`config.mk`:
```
export PLATFORM = sky130hd
export DESIGN_NAME = pbr_queue
export DESIGN_NICKNAME = d
export VERILOG_FILES = /design/src/pbr_pkg.sv /design/src/pbr_queue.sv
export SDC_FILE = /design/constraint.sdc
export NUM_CORES = 1
export LEC_CHECK = 0
export ABC_AREA = 1
export ABC_CLOCK_PERIOD_IN_PS = 26600
export BUFFER_PORTS_ARGS = -buffer_cell sky130_fd_sc_hd__clkbuf_2
export CAP_MARGIN = 20
export CORE_AREA = 2 2 379 381
export CTS_BUF_LIST = sky130_fd_sc_hd__clkbuf_2
export DETAILED_ROUTE_END_ITERATION = 8
export DIE_AREA = 0 0 381 383
export HOLD_SLACK_MARGIN = 0.05
export SLEW_MARGIN = 5
export SYNTH_ARGS = -nofsm -noshare
export SYNTH_HDL_FRONTEND = slang
export SYNTH_SLANG_ARGS = --single-unit
```
`constraint.sdc`:
```
create_clock -name i_clk -period 26.6 [get_ports i_clk]
set_clock_uncertainty 0.2 [all_clocks]
set_input_delay 2.66 -clock i_clk [delete_from_list [all_inputs] [get_ports i_clk]]
set_output_delay 2.66 -clock i_clk [all_outputs]
set_load 0.05 [all_outputs]
```
`src/pbr_pkg.sv`:
```
`timescale 1ns / 1ps
`default_nettype none
package pbr_pkg;
    localparam int POS_WIDTH = 32;
    localparam int FRAC_BITS = 16;
    localparam int NUM_AXES  = 3;
    localparam int CFG_IDX_W = 3;

    typedef logic [1:0] t_mode;
    localparam t_mode MODE_NONE     = 2'd0;
    localparam t_mode MODE_PERIODIC = 2'd1;
    localparam t_mode MODE_ELASTIC  = 2'd2;
    localparam t_mode MODE_DIFFUSE  = 2'd3;

    localparam logic [CFG_IDX_W-1:0] REG_MODE  = 3'd0;
    localparam logic [CFG_IDX_W-1:0] REG_MIN_X = 3'd1;
    localparam logic [CFG_IDX_W-1:0] REG_MAX_X = 3'd2;
    localparam logic [CFG_IDX_W-1:0] REG_MIN_Y = 3'd3;
    localparam logic [CFG_IDX_W-1:0] REG_MAX_Y = 3'd4;
    localparam logic [CFG_IDX_W-1:0] REG_MIN_Z = 3'd5;
    localparam logic [CFG_IDX_W-1:0] REG_MAX_Z = 3'd6;

    localparam logic signed [POS_WIDTH-1:0] BOUND_MAX_RST =
        POS_WIDTH'(64'd1 << FRAC_BITS);

    typedef struct packed {
        logic signed [POS_WIDTH-1:0] pos_x;
        logic signed [POS_WIDTH-1:0] pos_y;
        logic signed [POS_WIDTH-1:0] pos_z;
    } t_in;

    typedef struct packed {
        logic signed [POS_WIDTH-1:0] new_x;
        logic signed [POS_WIDTH-1:0] new_y;
        logic signed [POS_WIDTH-1:0] new_z;
        logic                        delete_flag;
        logic                        status;
    } t_out;

    typedef logic signed [POS_WIDTH-1:0] t_bnd [NUM_AXES];

    // one axis of classified work
    typedef struct packed {
        logic [POS_WIDTH-1:0] p;
        logic [POS_WIDTH-1:0] lo;
        logic [POS_WIDTH-1:0] hi;
        logic [POS_WIDTH-1:0] d;
        logic [POS_WIDTH-1:0] len;
        logic                 fold;
        logic                 above;
    } t_axis_job;

    typedef struct packed {
        t_mode                    mode;
        logic                     del;
        t_axis_job [NUM_AXES-1:0] ax;
    } t_job;
endpackage
`default_nettype wire

```
`src/pbr_queue.sv`:
```
`timescale 1ns / 1ps
`default_nettype none
module pbr_queue (
    input  wire                 i_clk,
    input  wire                 i_rst_n,
    input  wire                 i_push,
    input  pbr_pkg::t_job       i_job,
    input  wire                 i_pop,
    output logic                o_nonempty,
    output logic                o_full,
    output pbr_pkg::t_job       o_job
);
    import pbr_pkg::*;

    t_job       r_mem [2];
    logic       r_wp;
    logic       r_rp;
    logic [1:0] r_cnt;
    logic       w_pop;

    assign w_pop      = i_pop && (r_cnt != 2'd0);
    assign o_nonempty = r_cnt != 2'd0;
    assign o_full     = r_cnt == 2'd2;
    assign o_job      = r_mem[r_rp];

    always_ff @(posedge i_clk) begin
        if (!i_rst_n) begin
            r_wp  <= 1'b0;
            r_rp  <= 1'b0;
            r_cnt <= 2'd0;
        end else begin
            if (i_push) begin
                r_wp <= ~r_wp;
            end
            if (w_pop) begin
                r_rp <= ~r_rp;
            end
            r_cnt <= r_cnt + 2'(i_push) - 2'(w_pop);
        end
        if (i_push) begin
            r_mem[r_wp] <= i_job;
        end
    end
endmodule
`default_nettype wire

```
Word-level counts from Yosys, hierarchy flattened. Memories as Yosys holds them, arrays and structs flattened. A register that Yosys moved wholly into a read port is not among the register bits. Index checks and enable logic that the tools add are counted.

$add $sub $neg: 2. Equality and inequality tests: 1. Mux-type cells: 4. Bitwise logic cells: 2. Reductions and logical operators: 2.

Operator list (count): $mux W1 (4); $add A2 B1 Y2 (1); $eq A2 B2 Y1 const B (1); $not A1 Y1 (2); $reduce_bool A2 Y1 (1); $sub A2 B1 Y2 (1); $logic_and A1 B1 Y1 (1).

Flip-flop bits (word level): 4. RAM bits: 978. Input bits: 493. Word-level logic and storage cells: 15. Memories kept: 1.

Memory list: r_mem (depth 2, bits a word 489, rd ports 1, clocked after Yosys merged registers in 1, wr ports 1, RTL line pbr_queue.sv:15) `t_job r_mem [2];`.

Longest topological paths before layout.
Word-level depth: 4. Depth in mapped cells: 10. Gate-level depth less buffers: 10.

Worst setup path before layout. No wires, ideal clock.

Kind: input to register. From: input i_push. To: memory r_mem[0][0] (netlist name), enable pin. Library setup time: 1367 ps. Arrival time: 23113 ps. Required time: 25033 ps. Slack: 1920 ps. Cell stages on the path: 2. Cells stage by stage: inv_1 nor2_1.

Cells in the longest elaborated chain, start to end: 2.

Ends and longest elaborated chain: start: declaration (RTL line pbr_queue.sv:6) `input wire i_push,`; $mux W1 (RTL line pbr_queue.sv:40) `if (i_push) begin`; $mux W1 (implied by the code) (RTL line pbr_queue.sv:41) `r_mem[r_wp] <= i_job;`; end: declaration (RTL line pbr_queue.sv:15).

No other way between the ends.

==> results.yml <==
final_layout:
  design_area_sq_um: 44800
  register_area_sq_um: 29500
  multi_input_area_sq_um: 5620
  synthToLayoutAreaGrowth_pct: 26.0
  fillerInstances: 14228
  fin_util_pct: 31.5
  drive_gt1_share_pct: 63.6
  fin_nets: 3274
  layoutNonFillerInstCount: 4835
power_and_ir_drop:
  peakVddDrop_uv: 52.6
  total_power_mw: 4.00
  power_density_nw_per_um2: 89.1
  leakage_nw: 17.0
timing:
  period_share_pct: 29.5
  slew_headroom_pct: 21.8
  worstMarginPinSlew_ps: 1170
  rsz0062_at_grt: "false"
  setup_violations: 0
  holdWs_ps: 312
  fmax_ghz: 0.127
  setup_tns_ps: 0
  finalCriticalPeriod_ps: 7860
  hold_viol: 0
  setup_slack_ps: 18740
  drv_slew: 0
drt:
  routedWlPerCell_um: 19.4
  drc_errors: 0
  drt_iter0_markers: 881
  drt_wl_total_mm: 93.7
  dr.pass1.iters: 5
  vias: 19466
  routed_via_density: 4.03
  drtAntennaViolNets: 0
clock_network:
  cts_buffer_depth: 4
  cts_tree: "built"
  clk_pin_slew_ps: 90
  clk_latency_ps: 1420
  clock-sinks: 983
  cts_setup_buffers: 0
  holdBufCountCts: 0
  numCtsBuffers: 275
  htree_num_levels: 5
  cts_resized: 0
  clk_root_buffer_cell: "clkbuf_2"
floorplan:
  initial_core_util_pct: 25.0
  die_w_um: 381
  num_rows: 139
  core_sq_um: 142000
  fp.dieH_um: 383
  ios: 984
  fp.dieArea_sq_um: 146000
global_routing:
  grt_overflow_total: 0
  grt_pass1_wl_mm: 130
  antenna_found_initial: 27
  first_global_vias: 20183
  grt_max_degree: 158
  grt_use_total_pct: 12.2
worst_setup_path:
  slowest_delay_ps: 920
  reg2reg_slack_ps: 21870
  critPathMaxFanout: 153
  worstSetupStartpointType: "flip-flop"
  arrival_ps: 5000
  reg2reg_depth: 5
  worst_ep_required_time_ps: 23740
  slowest_stage: "dfxtp_4"
  path_class: "flip-flop to output port"
  rr_endpoint: "r_mem[0][388]$_DFFE_PP_"
  crit_chain: "buf_4, buf_12, mux2_2, clkbuf_2"
  r2r_start: "r_wp$_SDFFE_PN0P_"
  cp-end-kind: "output port"
yosys:
  ys_seq_area_share_pct: 82.8
  syn_inst: 1557
  ys_seq_elements: 983
  yosysWarnings: 0
  ys_types: 12
  syn_nets: 2052
  netlist_area_sq_um: 35600
  avgSynthCellArea_sq_um: 22.9
hold_path:
  hold_end: "r_rp$_SDFFE_PN0P_"
  hold_start: "r_rp$_SDFFE_PN0P_"
  min_path_type: "flip-flop to flip-flop"
  hold_depth: 2
place:
  placed_area_sq_um: 42600
  dpl.hpwl_mm: 65.8
  pre_cts_ws_ps: 19380
  routabilityCongestion: 0.837
  place_inst: 4405
  io_buffers: 983
job:
  maxCapViolCount: 0
status:
  status: "completed"
==> worst max-delay path: cells and delay by family, from the launching register on <==
kind / cells / cell delay (ps)
DFF: 1 / 920
muxes: 1 / 460
buffers and inverters: 3 / 1770
==> power by group <==
group | total, mW | internal [mW] | leakage [nW] | switching [mW]
Sequential | 1.82 | 1.80 | 9.22 | 0.0279
Clock | 1.02 | 0.435 | 1.74 | 0.584
Combinational | 1.15 | 0.304 | 6.08 | 0.851
Total | 4.00 | 2.53 | 17.0 | 1.46
==> worst max-delay path by stage <==
stage	start	endpoint	slack [ps]
final	flip-flop	o_job[391]	18740
after global routing	flip-flop	o_job[391]	18280
after CTS	flip-flop	o_job[391]	18460
after detailed placement	i_push	r_mem[0][142]$_DFFE_PP_	19380
after global placement	i_push	r_mem[0][139]$_DFFE_PP_	19390
after floorplan	i_push	r_mem[0][0]$_DFFE_PP_	1920
==> synth_stat cells <==
master / instances / area, sq um
edfxtp_1: 978 / 29400
mux2_1: 32 / 360
nor2_1: 10 / 37.5
dfxtp_1: 5 / 100
buf_2: 21 / 105
nand2_1: 8 / 30.0
ha_1: 2 / 25.0
inv_1: 8 / 30.0
nand3_1: 2 / 10.0
mux2_2: 457 / 5150
a21oi_1: 1 / 5.00
buf_6: 33 / 372
==> registers in the layout, indices dropped and copies added (netlist names), named ones only <==
signal and cells:
r_cnt 2, r_wp 1, r_rp 1, r_mem 978
==> kinds of logic after synthesis <==
logic type / count (synthesis) / synth area share (%)
buffers and inverters: 62 / 1.42
multiplexers: 489 / 15.5
AND/OR/NAND/NOR: 20 / 0.218
AO/OA/AOI/OAI: 1 / 0.0140
adder cells (fa/ha/maj): 2 / 0.0703
flip-flops: 983 / 82.8
==> cell usage in the layout (no fill, tap or decap) <==
cell type	count
buf_4	12
diode_2	12
clkinv_1	20
inv_8	1
dfxtp_4	1
inv_2	6
nor2_4	1
mux2_1	32
clkbuf_2	1365
inv_1	7
nand2_1	8
ha_1	2
nand3_1	2
a21oi_1	1
nor2_1	9
bufinv_16	6
buf_12	4
edfxtp_1	978
clkinv_2	4
dfxtp_1	4
mux2_2	457
==> routing by layer <==
metal | part of all wire, % | GRT usage [%] | wire length [um]
met5 | 0.24 | 0 | 221
met4 | 2.4 | 4.79 | 2210
met3 | 9.8 | 5.89 | 9190
met2 | 51 | 20.8 | 48000
met1 | 36 | 12.9 | 34200
==> layout make-up <==
| cell class | count | share of cell area (%) |
|---|---|---|
| inverters | 8 | 0.0837 |
| well taps | 1903 | 5.31 |
| multi-input cells | 512 | 12.5 |
| diodes | 12 | 0.0670 |
| flip-flops and latches | 983 | 65.7 |
| clock buffers | 382 | 4.26 |
| clock inverters | 36 | 0.664 |
| repair buffers | 999 | 11.4 |
Note: power is estimated with default switching activity, not from simulation.
