File: src/pbr_pkg.sv
`timescale 1ns / 1ps
`default_nettype none
package pbr_pkg;
    localparam int POS_WIDTH = 32;
    localparam int FRAC_BITS = 16;
    localparam int NUM_AXES  = 3;
    localparam int CFG_IDX_W = 3;

    typedef logic [1:0] t_mode;
    localparam t_mode MODE_NONE     = 2'd0;
    localparam t_mode MODE_PERIODIC = 2'd1;
    localparam t_mode MODE_ELASTIC  = 2'd2;
    localparam t_mode MODE_DIFFUSE  = 2'd3;

    localparam logic [CFG_IDX_W-1:0] REG_MODE  = 3'd0;
    localparam logic [CFG_IDX_W-1:0] REG_MIN_X = 3'd1;
    localparam logic [CFG_IDX_W-1:0] REG_MAX_X = 3'd2;
    localparam logic [CFG_IDX_W-1:0] REG_MIN_Y = 3'd3;
    localparam logic [CFG_IDX_W-1:0] REG_MAX_Y = 3'd4;
    localparam logic [CFG_IDX_W-1:0] REG_MIN_Z = 3'd5;
    localparam logic [CFG_IDX_W-1:0] REG_MAX_Z = 3'd6;

    localparam logic signed [POS_WIDTH-1:0] BOUND_MAX_RST =
        POS_WIDTH'(64'd1 << FRAC_BITS);

    typedef struct packed {
        logic signed [POS_WIDTH-1:0] pos_x;
        logic signed [POS_WIDTH-1:0] pos_y;
        logic signed [POS_WIDTH-1:0] pos_z;
    } t_in;

    typedef struct packed {
        logic signed [POS_WIDTH-1:0] new_x;
        logic signed [POS_WIDTH-1:0] new_y;
        logic signed [POS_WIDTH-1:0] new_z;
        logic                        delete_flag;
        logic                        status;
    } t_out;

    typedef logic signed [POS_WIDTH-1:0] t_bnd [NUM_AXES];

    // one axis of classified work
    typedef struct packed {
        logic [POS_WIDTH-1:0] p;
        logic [POS_WIDTH-1:0] lo;
        logic [POS_WIDTH-1:0] hi;
        logic [POS_WIDTH-1:0] d;
        logic [POS_WIDTH-1:0] len;
        logic                 fold;
        logic                 above;
    } t_axis_job;

    typedef struct packed {
        t_mode                    mode;
        logic                     del;
        t_axis_job [NUM_AXES-1:0] ax;
    } t_job;
endpackage
`default_nettype wire

File: src/pbr_front.sv
`timescale 1ns / 1ps
`default_nettype none
module pbr_front (
    input  wire                 i_clk,
    input  wire                 i_rst_n,
    input  wire                 i_start,
    input  pbr_pkg::t_in        i_item,
    input  pbr_pkg::t_mode      i_mode,
    input  pbr_pkg::t_bnd       i_lo,
    input  pbr_pkg::t_bnd       i_hi,
    output logic                o_valid,
    output pbr_pkg::t_job       o_job
);
    import pbr_pkg::*;

    logic signed [POS_WIDTH-1:0] w_pos [NUM_AXES];
    t_job                        n_job;
    t_job                        r_job;
    logic                        r_valid;

    assign w_pos[0] = i_item.pos_x;
    assign w_pos[1] = i_item.pos_y;
    assign w_pos[2] = i_item.pos_z;

    always_comb begin
        logic out_hi, out_lo, any_out;
        any_out = 1'b0;
        n_job   = '0;
        n_job.mode = i_mode;
        for (int a = 0; a < NUM_AXES; a++) begin
            out_hi = w_pos[a] > i_hi[a];
            out_lo = i_lo[a] > w_pos[a];
            any_out = any_out | out_hi | out_lo;
            n_job.ax[a].p     = w_pos[a];
            n_job.ax[a].lo    = i_lo[a];
            n_job.ax[a].hi    = i_hi[a];
            n_job.ax[a].len   = i_hi[a] - i_lo[a];
            n_job.ax[a].above = out_hi;
            n_job.ax[a].d     = out_hi ? w_pos[a] - i_lo[a] : i_lo[a] - w_pos[a];
            n_job.ax[a].fold  = (i_hi[a] > i_lo[a]) && (out_hi || out_lo) &&
                                ((i_mode == MODE_PERIODIC) || (i_mode == MODE_ELASTIC));
        end
        n_job.del = (i_mode == MODE_DIFFUSE) && any_out;
    end

    always_ff @(posedge i_clk) begin
        if (!i_rst_n) begin
            r_valid <= 1'b0;
        end else begin
            r_valid <= i_start;
        end
        r_job <= n_job;
    end

    assign o_valid = r_valid;
    assign o_job   = r_job;
endmodule
`default_nettype wire

File: config.mk
export PLATFORM = sky130hd
export DESIGN_NAME = pbr_front
export DESIGN_NICKNAME = d
export VERILOG_FILES = /design/src/pbr_pkg.sv /design/src/pbr_front.sv
export SDC_FILE = /design/constraint.sdc
export NUM_CORES = 1
export LEC_CHECK = 0
export ABC_AREA = 1
export BUFFER_PORTS_ARGS = -buffer_cell sky130_fd_sc_hd__buf_2
export CAP_MARGIN = 0
export CORE_AREA = 10 10 296 298
export CTS_BUF_LIST = sky130_fd_sc_hd__clkbuf_16
export DETAILED_ROUTE_END_ITERATION = 12
export DIE_AREA = 0 0 306 308
export PLACE_DENSITY = 0.6
export SYNTH_ARGS = -nofsm -noshare
export SYNTH_HDL_FRONTEND = slang
export SYNTH_SLANG_ARGS = --single-unit
File: constraint.sdc
create_clock -name i_clk -period 7.5 [get_ports i_clk]
set_clock_uncertainty 0.1 [all_clocks]
set_input_delay 1.5 -clock i_clk [delete_from_list [all_inputs] [get_ports i_clk]]
set_output_delay 1.5 -clock i_clk [all_outputs]
set_load 0.005 [all_outputs]
# After elaboration in Yosys (flattened, before gate mapping)
# Index checks and enable logic that the tools add are counted.
[op_classes]
n_addsub = 9
muxes = 3
reduce_logical = 11
n_lt_le_gt_ge = 9
bitwise_logic = 5
eq_ne = 3
[ops]
columns = ["operator", "n"]
rows = [
  ["$gt A32 B32 Y1", 9],
  ["$sub A32 B32 Y32", 9],
  ["$mux W32", 3],
  ["$logic_and A1 B1 Y1", 7],
  ["$or A1 B1 Y1", 5],
  ["$eq A2 B2 Y1 const B", 2],
  ["$logic_or A1 B1 Y1", 4],
  ["$eq A2 B1 Y1 const B", 1],
]
[word_totals]
input_bits = 293
reg_bits = 490

# Logic depth before layout (Yosys ltp)
[logic_depth]
word_depth = 7
depth_mapped = 21

# Least setup slack after synthesis
# OpenSTA, ideal clock, no wires.
[synth_path]
path_kind = "input -> register"
startpoint = "input port i_hi[32] (netlist name)"
endpoint = "register r_job, in the netlist o_job[192]"
setup_ns = 0.112
arrival_ns = 3.210
stages = 13
slack_ns = 4.078
path_cell_list = "inv_1 > ha_1 > fa_1 > o21ai_2 > a21oi_1 > o21ai_1 > nand2_1 > nand2_1 > inv_1 > o21ai_1 > nand2_1 > nand3_1 > nand2_1"
[synth_lines]
columns = ["element", "line_no", "rtl"]
rows = [
  ["start, declared", "pbr_front.sv:10", "input pbr_pkg::t_bnd i_hi,"],
  ["end signal, assigned", "pbr_front.sv:52", "r_job <= n_job;"],
  ["end, declared", "pbr_front.sv:18", "t_job r_job;"],
]

==> flow_summary.yaml <==
setup_path:
  crit_arrival_ns: 4.36
  critPathTopFamily: "simple AND/OR/NAND/NOR gates"
  crit_chain: "buf_2 -> inv_1 -> ha_1 -> nand2_1 -> nor2_2 -> nand4_1 -> nor4_2 -> nand2_1 -> nand3_2 -> nand3_2 -> o21ai_1 -> nand2_1 -> nor2_1"
  endpoint_kind: "flip-flop"
  crit_type: "primary input to flip-flop"
  critPathMaxStageDelay_ns: 0.60
  crit_buf_inv: 2
  cp_slowest_cell: "nand3_2"
  cp_common_cell: "nand2_1"
  cp-start-kind: "primary input"
  path_max_fanout: 33
  crit_required_ns: 7.95
floorplanning:
  std_cell_rows: 105
  die_y_um: 308
  start_util_pct: 36.6
  core-area_um2: 81600
  die_x_um: 306
  num_io_pins: 783
  die_area_um2: 94200
global_routing:
  gr-total-overflow: 0
  grt_pass1_vias: 29598
  grt_pass1_wl_um: 187000
  track_usage_pct: 25.8
  antenna_found_initial: 9
  grt_max_degree: 35
synthesis:
  synthTopCellsByArea: "dfxtp_1 33%, ha_1 16%, nand2_1 12%"
  ys_top_cells_by_count: "973 x nand2_1, 569 x inv_1, 490 x dfxtp_1, 386 x a21oi_1, 382 x ha_1"
  yosysSeqAreaShare_pct: 32.9
  synth_most_common_cell: "nand2_1"
  syn_avg_cell_area_um2: 7.34
  synth-main-ff-cell: "dfxtp_1"
  syn_area_um2: 29800
  yosysTopAreaCell: "dfxtp_1"
  synth.top_cell.area_share_pct: 32.9
  synth-edff-count: 0
  async_flop_share_pct: 0
  post_synth_num_cell_types: 50
  ys_seq_elements: 490
  synth_nets: 4750
  syn-instance-count: 4066
  ys_warn_count: 0
route:
  drt_wl_total_um: 129000
  drc: 0
  antenna_left: 0
  drtIter0Drc: 2429
  via_count: 29632
  post_drt_wl_per_cell_um: 21.6
  first_pass_iters: 5
  viasPerCell: 4.98
clock_tree:
  cts_resized: 0
  clk_pin_slew_ns: 0.06
  h-tree-depth: 2
  cts_buffers: 55
  cts_setup_buffers: 0
  cts_sinks: 490
  cts_max_path_buffers: 3
  clockRootBuffer: "clkbuf_16"
  ctsHoldBuffers: 0
  cts_tree: "yes"
hold_path:
  hold_class: "primary input to flip-flop"
sta:
  fin_ws_ns: 3.59
  maxSlewHeadroom_pct: 42.5
  finalSetupViolCount: 0
  hold_violations: 0
  finalSetupTns_ns: 0
  slew_viol_final: 0
  min_period_over_period_pct: 52.1
  rsz0062_at_grt: "no"
  layout_min_cycle_time_ns: 3.91
  max_freq_ghz: 0.256
  worst_pin_slew_ns: 0.859
power:
  p_seq_share_pct: 36.7
  p_leak_nw: 19.6
  p_int_mw: 5.50
  switching_share_pct: 35.3
  p_switching_mw: 2.99
  p_comb_share_pct: 29.5
  peakVddDrop_v: 0.000241
  cellPowerDensity_nw_per_um2: 232
  p_clk_share_pct: 33.8
status:
  outcome: "completed"
place:
  dp_hpwl_um: 111000
  dp_cells: 5842
  port_buffers: 782
  place_congestion: 0.993
  detailedPlace.worstSlack_ns: 2.94
cells_and_area:
  nNetsFinal: 5513
  area_growth_pct: 22.7
  fillers: 8490
  utilization_pct: 44.9
  final_cells: 5949
  drive_gt1_share_pct: 18.9
run:
  maxCapViolCount: 0
==> final timing paths <==
check / from / cells after the start / end / slack [ns]
min: i_mode[0] / 1 / o_job[487] / 0.91
max: i_hi[31] / 13 / o_job[325] / 3.59
==> cell families after synthesis <==
group | Yosys count | share of synthesized area (%)
buffers and inverters | 660 | 8.67
and+or+nand+nor | 1502 | 20.1
DFF | 490 | 32.9
xor gates and xnor gates | 226 | 6.63
adders and majority gates | 391 | 16.6
AOI/OAI and AO/OA | 797 | 15.1
==> per-layer routing <==
metal  global-route usage (%)  wire length, µm
met4                     6.67             3430
met5                        0                0
met1                     33.0            55500
met2                     44.5            60700
met3                     4.27             8980
==> power groups by stage <==
stage          Clock (mW)  Combinational, mW  Sequential, mW
2_1_floorplan           0               1.32            3.16
3_3_place_gp            0               2.49            3.18
3_5_place_dp            0               2.48            3.18
4_1_cts              2.94               2.50            3.12
5_1_grt              3.03               2.76            3.15
6_report             2.87               2.50            3.12
==> per-stage QoR <==
| stage | area (µm²) | total power [mW] | hold slack (ns) |
|---|---|---|---|
| floorplan | 29800 | 4.48 | 1.43 |
| global placement | 34700 | 5.67 | 1.52 |
| detailed placement | 34700 | 5.66 | 1.52 |
| CTS | 36600 | 8.56 | 0.865 |
| global route | 36600 | 8.93 | 0.875 |
| finish | 36600 | 8.49 | 0.910 |
==> layout make-up <==
type | count | area [µm²] | share of cell area [%]
diodes | 3 | 7.51 | 0.0205
clock buffers | 55 | 1380 | 3.76
flip-flops and latches | 490 | 9810 | 26.8
multi-input cells | 2916 | 17400 | 47.6
inverters | 581 | 2180 | 5.96
well taps | 1070 | 1340 | 3.66
repair buffers | 785 | 3940 | 10.7
clock inverters | 49 | 531 | 1.45
==> cells in the final DEF (no fill, tap or decap), types with 48 or more instances in the layout <==
cell | Yosys | layout
clkbuf_16 | 0 | 55
nor3_1 | 48 | 48
a21oi_1 | 386 | 386
inv_1 | 569 | 574
nand3_1 | 79 | 79
dfxtp_1 | 490 | 490
o21bai_1 | 48 | 48
xnor2_1 | 56 | 56
ha_1 | 382 | 382
o21ai_0 | 185 | 185
nor2_1 | 342 | 342
buf_2 | 27 | 782
nand2_1 | 973 | 973
xor2_1 | 170 | 170
==> flip-flops by register name, indices dropped and copies added, names as in the netlist <==
register and flops:
o_job 489, o_valid 1
Power figures use the tool's default switching activity.
